## src/rtl/hmq_pkg.sv

```systemverilog
// Shared types and constants for the binary max-heap queue.
// Used by the controller, the datapath and the top level; depends on nothing.
`timescale 1ns / 1ps
`default_nettype none

package hmq_pkg;

    // Fixed field widths.
    localparam int KEY_W       = 32;
    localparam int STATUS_W    = 2;
    localparam int COUNT_OUT_W = 7;

    // Result status codes.
    typedef logic [STATUS_W-1:0] t_status;
    localparam t_status STATUS_OK    = 2'd0;
    localparam t_status STATUS_EMPTY = 2'd1;
    localparam t_status STATUS_FULL  = 2'd2;

    // Operation codes carried on the mode field.
    localparam logic MODE_INSERT  = 1'b0;
    localparam logic MODE_EXTRACT = 1'b1;

    // Key reported when the heap holds nothing.
    localparam logic signed [KEY_W-1:0] KEY_NONE = {KEY_W{1'b1}};

    // Commands from the controller to the datapath.
    typedef struct packed {
        logic accept;       // capture an input beat and update the count
        logic rd_parent;    // read the parent of the hole
        logic rd_last;      // read the last key of the heap
        logic rd_children;  // read both children of the hole
        logic load_key;     // take the last key as the moving key, hole at the root
        logic step_up;      // move the parent down into the hole
        logic step_down;    // move the larger child up into the hole
        logic place;        // write the moving key into the hole
        logic publish;      // load the result registers
    } t_cmd;

    // Status from the datapath to the controller.
    typedef struct packed {
        logic full;         // count equals capacity
        logic empty;        // count is zero
        logic one_left;     // count is one
        logic pos_zero;     // hole is at the root
        logic left_out;     // left child of the hole is beyond the heap
        logic up_move;      // parent is smaller than the moving key
        logic down_move;    // a child is larger than the moving key
    } t_sts;

endpackage

`default_nettype wire

```

## src/rtl/hmq_ram.sv

```systemverilog
// Generic simple dual-port RAM: one write port and two registered read ports.
// Standalone; holds the heap keys.
`timescale 1ns / 1ps
`default_nettype none

module hmq_ram #(
    parameter int WIDTH = 32,
    parameter int DEPTH = 64
) (
    input  wire logic                     i_clk,
    input  wire logic                     i_we,
    input  wire logic [$clog2(DEPTH)-1:0] i_waddr,
    input  wire logic [WIDTH-1:0]         i_wdata,
    input  wire logic [$clog2(DEPTH)-1:0] i_raddr_a,
    input  wire logic [$clog2(DEPTH)-1:0] i_raddr_b,
    output logic      [WIDTH-1:0]         o_rdata_a,
    output logic      [WIDTH-1:0]         o_rdata_b
);

    logic [WIDTH-1:0] r_mem [DEPTH];
    logic [WIDTH-1:0] r_rdata_a;
    logic [WIDTH-1:0] r_rdata_b;

    // Write port.
    always_ff @(posedge i_clk) begin
        if (i_we) begin
            r_mem[i_waddr] <= i_wdata;
        end
    end

    // Registered read ports.
    always_ff @(posedge i_clk) begin
        r_rdata_a <= r_mem[i_raddr_a];
        r_rdata_b <= r_mem[i_raddr_b];
    end

    assign o_rdata_a = r_rdata_a;
    assign o_rdata_b = r_rdata_b;

endmodule

`default_nettype wire

```

## src/rtl/hmq_ctrl.sv

```systemverilog
// Controller state machine of the heap queue: sequences sift-up and sift-down.
// Depends on hmq_pkg for the command and status structs.
`timescale 1ns / 1ps
`default_nettype none

module hmq_ctrl (
    input  wire logic          i_clk,
    input  wire logic          i_rst_n,
    input  wire logic          i_in_valid,
    output logic               o_in_ready,
    input  wire logic          i_mode,
    output logic               o_out_valid,
    input  wire logic          i_out_ready,
    input  wire hmq_pkg::t_sts i_sts,
    output hmq_pkg::t_cmd      o_cmd
);

    import hmq_pkg::*;

    localparam logic [2:0] S_IDLE    = 3'd0;
    localparam logic [2:0] S_UP_RD   = 3'd1;
    localparam logic [2:0] S_UP_CMP  = 3'd2;
    localparam logic [2:0] S_DN_LAST = 3'd3;
    localparam logic [2:0] S_DN_LDK  = 3'd4;
    localparam logic [2:0] S_DN_RD   = 3'd5;
    localparam logic [2:0] S_DN_CMP  = 3'd6;
    localparam logic [2:0] S_DONE    = 3'd7;

    logic [2:0] r_state;
    logic [2:0] n_state;
    logic       r_out_valid;
    logic       n_out_valid;
    t_cmd       cmd;

    // Next state and commands.
    always_comb begin
        n_state = r_state;
        cmd     = '0;
        case (r_state)
            S_IDLE: begin
                if (i_in_valid) begin
                    cmd.accept = 1'b1;
                    if (i_mode == MODE_INSERT) begin
                        n_state = i_sts.full ? S_DONE : S_UP_RD;
                    end else if (i_sts.empty || i_sts.one_left) begin
                        n_state = S_DONE;
                    end else begin
                        n_state = S_DN_LAST;
                    end
                end
            end
            S_UP_RD: begin
                if (i_sts.pos_zero) begin
                    cmd.place = 1'b1;
                    n_state   = S_DONE;
                end else begin
                    cmd.rd_parent = 1'b1;
                    n_state       = S_UP_CMP;
                end
            end
            S_UP_CMP: begin
                if (i_sts.up_move) begin
                    cmd.step_up = 1'b1;
                    n_state     = S_UP_RD;
                end else begin
                    cmd.place = 1'b1;
                    n_state   = S_DONE;
                end
            end
            S_DN_LAST: begin
                cmd.rd_last = 1'b1;
                n_state     = S_DN_LDK;
            end
            S_DN_LDK: begin
                cmd.load_key = 1'b1;
                n_state      = S_DN_RD;
            end
            S_DN_RD: begin
                if (i_sts.left_out) begin
                    cmd.place = 1'b1;
                    n_state   = S_DONE;
                end else begin
                    cmd.rd_children = 1'b1;
                    n_state         = S_DN_CMP;
                end
            end
            S_DN_CMP: begin
                if (i_sts.down_move) begin
                    cmd.step_down = 1'b1;
                    n_state       = S_DN_RD;
                end else begin
                    cmd.place = 1'b1;
                    n_state   = S_DONE;
                end
            end
            S_DONE: begin
                if (!r_out_valid || i_out_ready) begin
                    cmd.publish = 1'b1;
                    n_state     = S_IDLE;
                end
            end
            default: begin
                n_state = S_IDLE;
            end
        endcase
    end

    // The result register is filled on publish and drained by the output beat.
    always_comb begin
        n_out_valid = r_out_valid;
        if (cmd.publish) begin
            n_out_valid = 1'b1;
        end else if (i_out_ready) begin
            n_out_valid = 1'b0;
        end
    end

    always_ff @(posedge i_clk) begin
        if (!i_rst_n) begin
            r_state     <= S_IDLE;
            r_out_valid <= 1'b0;
        end else begin
            r_state     <= n_state;
            r_out_valid <= n_out_valid;
        end
    end

    assign o_in_ready  = (r_state == S_IDLE);
    assign o_out_valid = r_out_valid;
    assign o_cmd       = cmd;

    // An accepted beat always leaves the idle state, so no second beat follows at once.
    a_one_at_a_time: assert property (@(posedge i_clk) disable iff (!i_rst_n)
        (i_in_valid && o_in_ready) |=> !o_in_ready)
        else $error("input taken on two consecutive cycles");

    // A pending result is never overwritten.
    a_hold_done: assert property (@(posedge i_clk) disable iff (!i_rst_n)
        (r_state == S_DONE && r_out_valid && !i_out_ready) |=> (r_state == S_DONE))
        else $error("result published while the previous one still waits");

    // A parent or child comparison always follows its read.
    a_cmp_after_rd: assert property (@(posedge i_clk) disable iff (!i_rst_n)
        (r_state == S_UP_CMP || r_state == S_DN_CMP) |->
        ($past(r_state) == S_UP_RD || $past(r_state) == S_DN_RD))
        else $error("comparison without a preceding read");

endmodule

`default_nettype wire

```

## src/rtl/hmq_dp.sv

```systemverilog
// Datapath of the heap queue: count, hole position, moving key, key RAM, result registers.
// Depends on hmq_pkg and instantiates hmq_ram.
`timescale 1ns / 1ps
`default_nettype none

module hmq_dp #(
    parameter int CAPACITY = 64
) (
    input  wire logic                              i_clk,
    input  wire logic                              i_rst_n,
    input  wire logic                              i_mode,
    input  wire logic signed [hmq_pkg::KEY_W-1:0]  i_key,
    input  wire hmq_pkg::t_cmd                     i_cmd,
    output hmq_pkg::t_sts                          o_sts,
    output hmq_pkg::t_status                       o_status,
    output logic signed [hmq_pkg::KEY_W-1:0]       o_top_key,
    output logic [hmq_pkg::COUNT_OUT_W-1:0]        o_entry_count
);

    import hmq_pkg::*;

    localparam int AW = $clog2(CAPACITY);
    localparam int CW = $clog2(CAPACITY + 1);
    localparam int LW = AW + 1;

    logic [CW-1:0]              r_count;
    logic [AW-1:0]              r_pos;
    logic signed [KEY_W-1:0]    r_key;
    logic signed [KEY_W-1:0]    r_root;
    t_status                    r_status;
    t_status                    r_out_status;
    logic signed [KEY_W-1:0]    r_out_top;
    logic [COUNT_OUT_W-1:0]     r_out_count;

    logic [AW-1:0]              parent;
    logic [LW-1:0]              left_idx;
    logic [LW-1:0]              right_idx;
    logic [LW-1:0]              count_ext;
    logic                       left_ok;
    logic                       right_ok;
    logic [KEY_W-1:0]           qa;
    logic [KEY_W-1:0]           qb;
    logic                       c_lk;
    logic                       c_rk;
    logic                       c_rl;
    logic                       take_l;
    logic                       take_r;
    logic [LW-1:0]              best_idx;
    logic [KEY_W-1:0]           best_val;
    logic                       full;
    logic                       empty;
    logic                       we;
    logic [AW-1:0]              waddr;
    logic [KEY_W-1:0]           wdata;
    logic [AW-1:0]              raddr_a;
    logic [AW-1:0]              raddr_b;

    // Heap index arithmetic around the hole.
    assign parent    = (r_pos - AW'(1)) >> 1;
    assign left_idx  = {r_pos, 1'b1};
    assign right_idx = left_idx + LW'(1);
    assign count_ext = LW'(r_count);
    assign left_ok   = (left_idx < count_ext);
    assign right_ok  = (right_idx < count_ext);
    assign full      = (r_count == CW'(CAPACITY));
    assign empty     = (r_count == '0);

    // Child selection: strictly larger moves, the left child wins a tie.
    assign c_lk     = ($signed(qa) > r_key);
    assign c_rk     = ($signed(qb) > r_key);
    assign c_rl     = ($signed(qb) > $signed(qa));
    assign take_l   = left_ok && c_lk;
    assign take_r   = right_ok && (take_l ? c_rl : c_rk);
    assign best_idx = take_r ? right_idx : left_idx;
    assign best_val = take_r ? qb : qa;

    // Read address selection.
    always_comb begin
        raddr_a = parent;
        raddr_b = left_idx[AW-1:0];
        if (i_cmd.rd_last) begin
            raddr_a = AW'(r_count);
        end else if (i_cmd.rd_children) begin
            raddr_a = left_idx[AW-1:0];
            raddr_b = right_ok ? right_idx[AW-1:0] : left_idx[AW-1:0];
        end
    end

    // Write port: every write lands in the hole.
    always_comb begin
        we    = i_cmd.place || i_cmd.step_up || i_cmd.step_down;
        waddr = r_pos;
        wdata = r_key;
        if (i_cmd.step_up) begin
            wdata = qa;
        end else if (i_cmd.step_down) begin
            wdata = best_val;
        end
    end

    hmq_ram #(
        .WIDTH (KEY_W),
        .DEPTH (CAPACITY)
    ) u_ram (
        .i_clk     (i_clk),
        .i_we      (we),
        .i_waddr   (waddr),
        .i_wdata   (wdata),
        .i_raddr_a (raddr_a),
        .i_raddr_b (raddr_b),
        .o_rdata_a (qa),
        .o_rdata_b (qb)
    );

    // Fill count.
    always_ff @(posedge i_clk) begin
        if (!i_rst_n) begin
            r_count <= '0;
        end else if (i_cmd.accept) begin
            if (i_mode == MODE_INSERT && !full) begin
                r_count <= r_count + CW'(1);
            end else if (i_mode == MODE_EXTRACT && !empty) begin
                r_count <= r_count - CW'(1);
            end
        end
    end

    // Hole position, moving key and status of the beat in flight.
    always_ff @(posedge i_clk) begin
        if (i_cmd.accept) begin
            r_key <= i_key;
            r_pos <= AW'(r_count);
            if (i_mode == MODE_INSERT) begin
                r_status <= full ? STATUS_FULL : STATUS_OK;
            end else begin
                r_status <= empty ? STATUS_EMPTY : STATUS_OK;
            end
        end else if (i_cmd.load_key) begin
            r_key <= $signed(qa);
            r_pos <= '0;
        end else if (i_cmd.step_up) begin
            r_pos <= parent;
        end else if (i_cmd.step_down) begin
            r_pos <= best_idx[AW-1:0];
        end
    end

    // Copy of the root; each operation writes address zero at most once.
    always_ff @(posedge i_clk) begin
        if (we && waddr == '0) begin
            r_root <= $signed(wdata);
        end
    end

    // Result registers.
    always_ff @(posedge i_clk) begin
        if (i_cmd.publish) begin
            r_out_status <= r_status;
            r_out_top    <= empty ? KEY_NONE : r_root;
            r_out_count  <= COUNT_OUT_W'(r_count);
        end
    end

    assign o_sts.full      = full;
    assign o_sts.empty     = empty;
    assign o_sts.one_left  = (r_count == CW'(1));
    assign o_sts.pos_zero  = (r_pos == '0);
    assign o_sts.left_out  = !left_ok;
    assign o_sts.up_move   = ($signed(qa) < r_key);
    assign o_sts.down_move = take_l || take_r;

    assign o_status      = r_out_status;
    assign o_top_key     = r_out_top;
    assign o_entry_count = r_out_count;

    // The heap never holds more keys than it has room for.
    a_count_range: assert property (@(posedge i_clk) disable iff (!i_rst_n)
        r_count <= CW'(CAPACITY))
        else $error("fill count above capacity");

    // Writes only touch slots inside the heap.
    a_write_inside: assert property (@(posedge i_clk) disable iff (!i_rst_n)
        we |-> (LW'(waddr) < count_ext))
        else $error("key written beyond the heap");

    // After a child moves up, the hole sits deeper in the tree.
    a_down_deeper: assert property (@(posedge i_clk) disable iff (!i_rst_n)
        i_cmd.step_down |=> (r_pos > $past(r_pos)))
        else $error("sift-down did not descend");

endmodule

`default_nettype wire

```

## src/rtl/binary_max_heap_queue.sv

```systemverilog
// Channel  | Direction | Handshake               | Payload
// input    | in        | i_in_valid / o_in_ready | i_mode, i_key
// result   | out       | o_out_valid / i_out_ready | o_status, o_top_key, o_entry_count
//
// One beat is worked at a time. An insert reads parent keys until the moving key finds its
// place; an extract first reads the last key and moves it to the root, then reads child
// pairs. A refused insert, a removal from an empty heap and a removal of the last key
// go straight to publishing the result.
// Each tree level has two steps: one to address the key RAM, one for its registered
// read data to be compared and the hole to be written.
// Reset (synchronous, active low) empties the heap; the key RAM itself is not cleared.
// A new beat is taken while the previous result still waits in the output register.
// Top level of the binary max-heap queue; depends on hmq_pkg, hmq_ctrl and hmq_dp.
`timescale 1ns / 1ps
`default_nettype none

module binary_max_heap_queue #(
    parameter int CAPACITY = 64
) (
    input  wire logic                              i_clk,
    input  wire logic                              i_rst_n,
    input  wire logic                              i_in_valid,
    output logic                                   o_in_ready,
    input  wire logic                              i_mode,
    input  wire logic signed [hmq_pkg::KEY_W-1:0]  i_key,
    output logic                                   o_out_valid,
    input  wire logic                              i_out_ready,
    output hmq_pkg::t_status                       o_status,
    output logic signed [hmq_pkg::KEY_W-1:0]       o_top_key,
    output logic [hmq_pkg::COUNT_OUT_W-1:0]        o_entry_count
);

    import hmq_pkg::*;

    t_cmd cmd;
    t_sts sts;

    hmq_ctrl u_ctrl (
        .i_clk       (i_clk),
        .i_rst_n     (i_rst_n),
        .i_in_valid  (i_in_valid),
        .o_in_ready  (o_in_ready),
        .i_mode      (i_mode),
        .o_out_valid (o_out_valid),
        .i_out_ready (i_out_ready),
        .i_sts       (sts),
        .o_cmd       (cmd)
    );

    hmq_dp #(
        .CAPACITY (CAPACITY)
    ) u_dp (
        .i_clk         (i_clk),
        .i_rst_n       (i_rst_n),
        .i_mode        (i_mode),
        .i_key         (i_key),
        .i_cmd         (cmd),
        .o_sts         (sts),
        .o_status      (o_status),
        .o_top_key     (o_top_key),
        .o_entry_count (o_entry_count)
    );

endmodule

`default_nettype wire
```

## config.mk

```make
export PLATFORM = sky130hd
export DESIGN_NAME = binary_max_heap_queue
export DESIGN_NICKNAME = d
export VERILOG_FILES = /design/src/rtl/hmq_pkg.sv /design/src/rtl/hmq_ram.sv /design/src/rtl/hmq_ctrl.sv /design/src/rtl/hmq_dp.sv /design/src/rtl/binary_max_heap_queue.sv
export SDC_FILE = /design/constraint.sdc
export NUM_CORES = 2
export LEC_CHECK = 0
export CAP_MARGIN = 10
export CORE_UTILIZATION = 31
export DETAILED_ROUTE_END_ITERATION = 8
export DONT_BUFFER_PORTS = 1
export SYNTH_ARGS = -nofsm -noshare
export SYNTH_HDL_FRONTEND = slang
export SYNTH_SLANG_ARGS = --single-unit
```

## constraint.sdc

```tcl
create_clock -name i_clk -period 5.2 [get_ports i_clk]
set_clock_uncertainty 0.1 [all_clocks]
set_input_delay 0.52 -clock i_clk [delete_from_list [all_inputs] [get_ports i_clk]]
set_output_delay 0.52 -clock i_clk [all_outputs]
set_load 0.1 [all_outputs]
```

==> metrics <==
Core Region=351000 um2; post-layout min period=5.12 ns; fin crit share=0.985; CP max-delay cell=o2111ai_1; Slew headroom=0.158; Worst EP arrival=5.77 ns; CTS tree=done; die area=356000 um2; Core Util, Final=0.362; CTS clk-pin slew, worst paths=0.07 ns; clock root cell=clkbuf_16; Post-synth EDFFs=2161; Main synth FF type=edfxtp_1; most common cell after layout, fill and taps aside=edfxtp_1; failing checks=DRC; CTS Buffer Depth=4; status=finished, violations left; initial core utilization=0.312; WS Path Type=reg2reg; Syn. warnings=0; synthesized flop and latch total=2236; Worst-Skew Late Latency=0.94 ns; Worst VDD drop=0.000696 V; Final Hold Vio Count=0; Routed Wire Length=456000 um; CP max FO=110; DR DRC count=2; GR Overflow Total=0; Slew Limit Fails=0; post-route antenna net violation count=0; wire length on met1=163000 um; worst endpoint required time=5.85 ns; pin count of the biggest net entering global routing=111; f_max=0.195 GHz; Critical Path End Type=register; worst slack, placed=-0.187 ns; cts bufs inserted=232; Post-Syn Nets=7999; Total Routing Usage GR=0.248; Worst Tran Pin Value=1.26 ns; I/O Buffers=0; LEAKAGE=43.1 nW; RSZ-0062 raised after global routing=false; Area growth, synth to finish=16.0%; post-synthesis sequential area ratio=0.606; wire length on met2=193000 um; Rows=217; DP HPWL=288000 um; Slowest Stage Delay on Critical Path=0.72 ns; asr flop ratio synth=0; library cells used by synthesis=99; Setup crit start kind=register; Max Cap Viol=0; H-Tree Level Count=4; layout cells sized above 1=0.197; DRT Pass-1 Iters=9; Vias=82200; vias in the first global route=77900; Ports=80; GP Congestion=0.977; most frequent cells in the layout=2161 x edfxtp_1, 993 x nand2_1, 477 x mux4_2; first-pass GRT wire length=623000 um; WP buf/inv=5; Top Metal Used=met5; wire per inst=35.3 um; PD cells=772 nW/um2; Cells after Synth=7849; Crit path max-delay family=compound AO/OA/AOI/OAI gates; Die Width=596 um; clock sinks=2236; syn_area_per_cell=13.9 um2; Initial DRC Count=14900; Die Y=596 um; netlist area before placement=109000 um2; final number of setup-violating endpoints=0; Hold Path Class=in2reg; nets@finish=8154; routed length on met3=68800 um; vias per cell=6.36; crit-path cells=inv_1 -> ha_1 -> nor2b_1 -> o31ai_4 -> a31oi_4 -> buf_4 -> a21oi_4 -> buf_12 -> buf_4 -> buf_12 -> nand2_1 -> a22o_1 -> o2111ai_1 -> a211oi_1 -> o21ai_0; final worst setup slack=0.0804 ns; initial antenna violation count=27
[per-stage QoR]
stage | cell area, um2 | instances | hold WS, ns | power (W) | setup TNS [ns]
6_report | 127000 | 12900 | 0.0781 | 0.0980 | 0
5_1_grt | 127000 | 12900 | 0.141 | 0.100 | 0
4_1_cts | 127000 | 12900 | 0.0253 | 0.0956 | 0
3_5_place_dp | 119000 | 12400 | 0.312 | 0.0788 | -0.544
3_3_place_gp | 119000 | 12400 | 0.303 | 0.0781 | -0.568
2_1_floorplan | 109000 | 7849 | 0.300 | 0.0555 | 0
[cell usage after synthesis (84+ instances only)]
cell / number / area (um2)
nand3_1: 223 / 1120
a2111oi_0: 96 / 841
o22ai_1: 97 / 607
o21ai_0: 104 / 521
mux4_2: 477 / 10700
a211o_1: 93 / 815
buf_2: 263 / 1320
a21oi_1: 365 / 1830
inv_1: 158 / 593
a31oi_1: 84 / 526
a22oi_1: 133 / 998
edfxtp_1: 2161 / 64900
nand2_1: 996 / 3740
a211oi_1: 277 / 2080
mux2i_1: 315 / 3150
o211a_1: 254 / 2540
clkbuf_1: 319 / 1200
ha_1: 113 / 1410
nor2_1: 146 / 548
o211ai_1: 138 / 1040
[what timing repair did]
| item | in CTS | in global routing |
|---|---|---|
| setup buffers | 0 | 2 |
| hold buffers | 37 | 0 |
| resized for setup | 4 | 14 |
| endpoints found under the hold margin | 46 | 0 |
| pin swaps | 0 | 3 |
| endpoints found under the setup margin | 4 | 15 |
[tightest hold or removal path: cells and delay by family]
| family | cells | cell delay (ns) |
|---|---|---|
| compound gates | 2 | 0.35 |
| simple gates | 1 | 0.07 |
[power by group]
part,internal [W],switching [W],leakage [nW]
combinational,0.0168,0.0376,19.3
clock,0.00954,0.00735,3.70
sequential,0.0255,0.00126,20.1
[sequential cells by signal (all words and copies together) (netlist names)]
name and count:
u_dp.u_ram.o_rdata_a 32, u_ctrl.o_out_valid 1, u_dp.count_ext 7, u_dp.o_status 2
u_dp.u_ram.r_mem 2048, u_dp.r_root 32, u_dp.o_top_key 32, u_dp.r_pos 6
u_dp.u_ram.o_rdata_b 32, u_dp.o_entry_count 7, u_ctrl.r_state 3, u_dp.r_status 2
u_dp.r_key 32
[cell type report]
class / instances / area, um2
diodes: 14 / 35.0
clock buffers: 290 / 6220
clock inverters: 135 / 1320
fillers: 33000 / 224000
inverters: 159 / 597
multi-input cells: 4771 / 40400
flip-flops and latches: 2236 / 66400
well taps: 4708 / 5890
repair buffers: 604 / 6180
[per-layer routing]
layer	up-vias	GRT usage
met1	41400	0.316
met5	-	0
met2	7127	0.360
li1	32100	-
met3	1555	0.0883
met4	20	0.148
[kinds of logic after synthesis]
kind of cell | Yosys count | share of synthesized area
mux | 838 | 0.132
compound gates | 1997 | 0.138
flops | 2236 | 0.606
fa+ha+maj | 113 | 0.0129
xor+xnor | 14 | 0.00112
buf+inv | 842 | 0.0328
simple gates | 1809 | 0.0772
[final timing paths]
check / cells past startpoint / end / startpoint / slack (ns)
hold reg to reg: 0 / u_dp.o_status[0] / u_dp.r_status[0] / 0.32
setup / recovery: 15 / u_dp.u_ram.o_rdata_a[31] / u_dp.count_ext[2] / 0.08
hold / removal: 3 / u_dp.r_pos[4] / i_in_valid / 0.08
setup reg to reg: 15 / u_dp.u_ram.o_rdata_a[31] / u_dp.count_ext[2] / 0.08
Note: power is estimated with default switching activity, not from simulation.
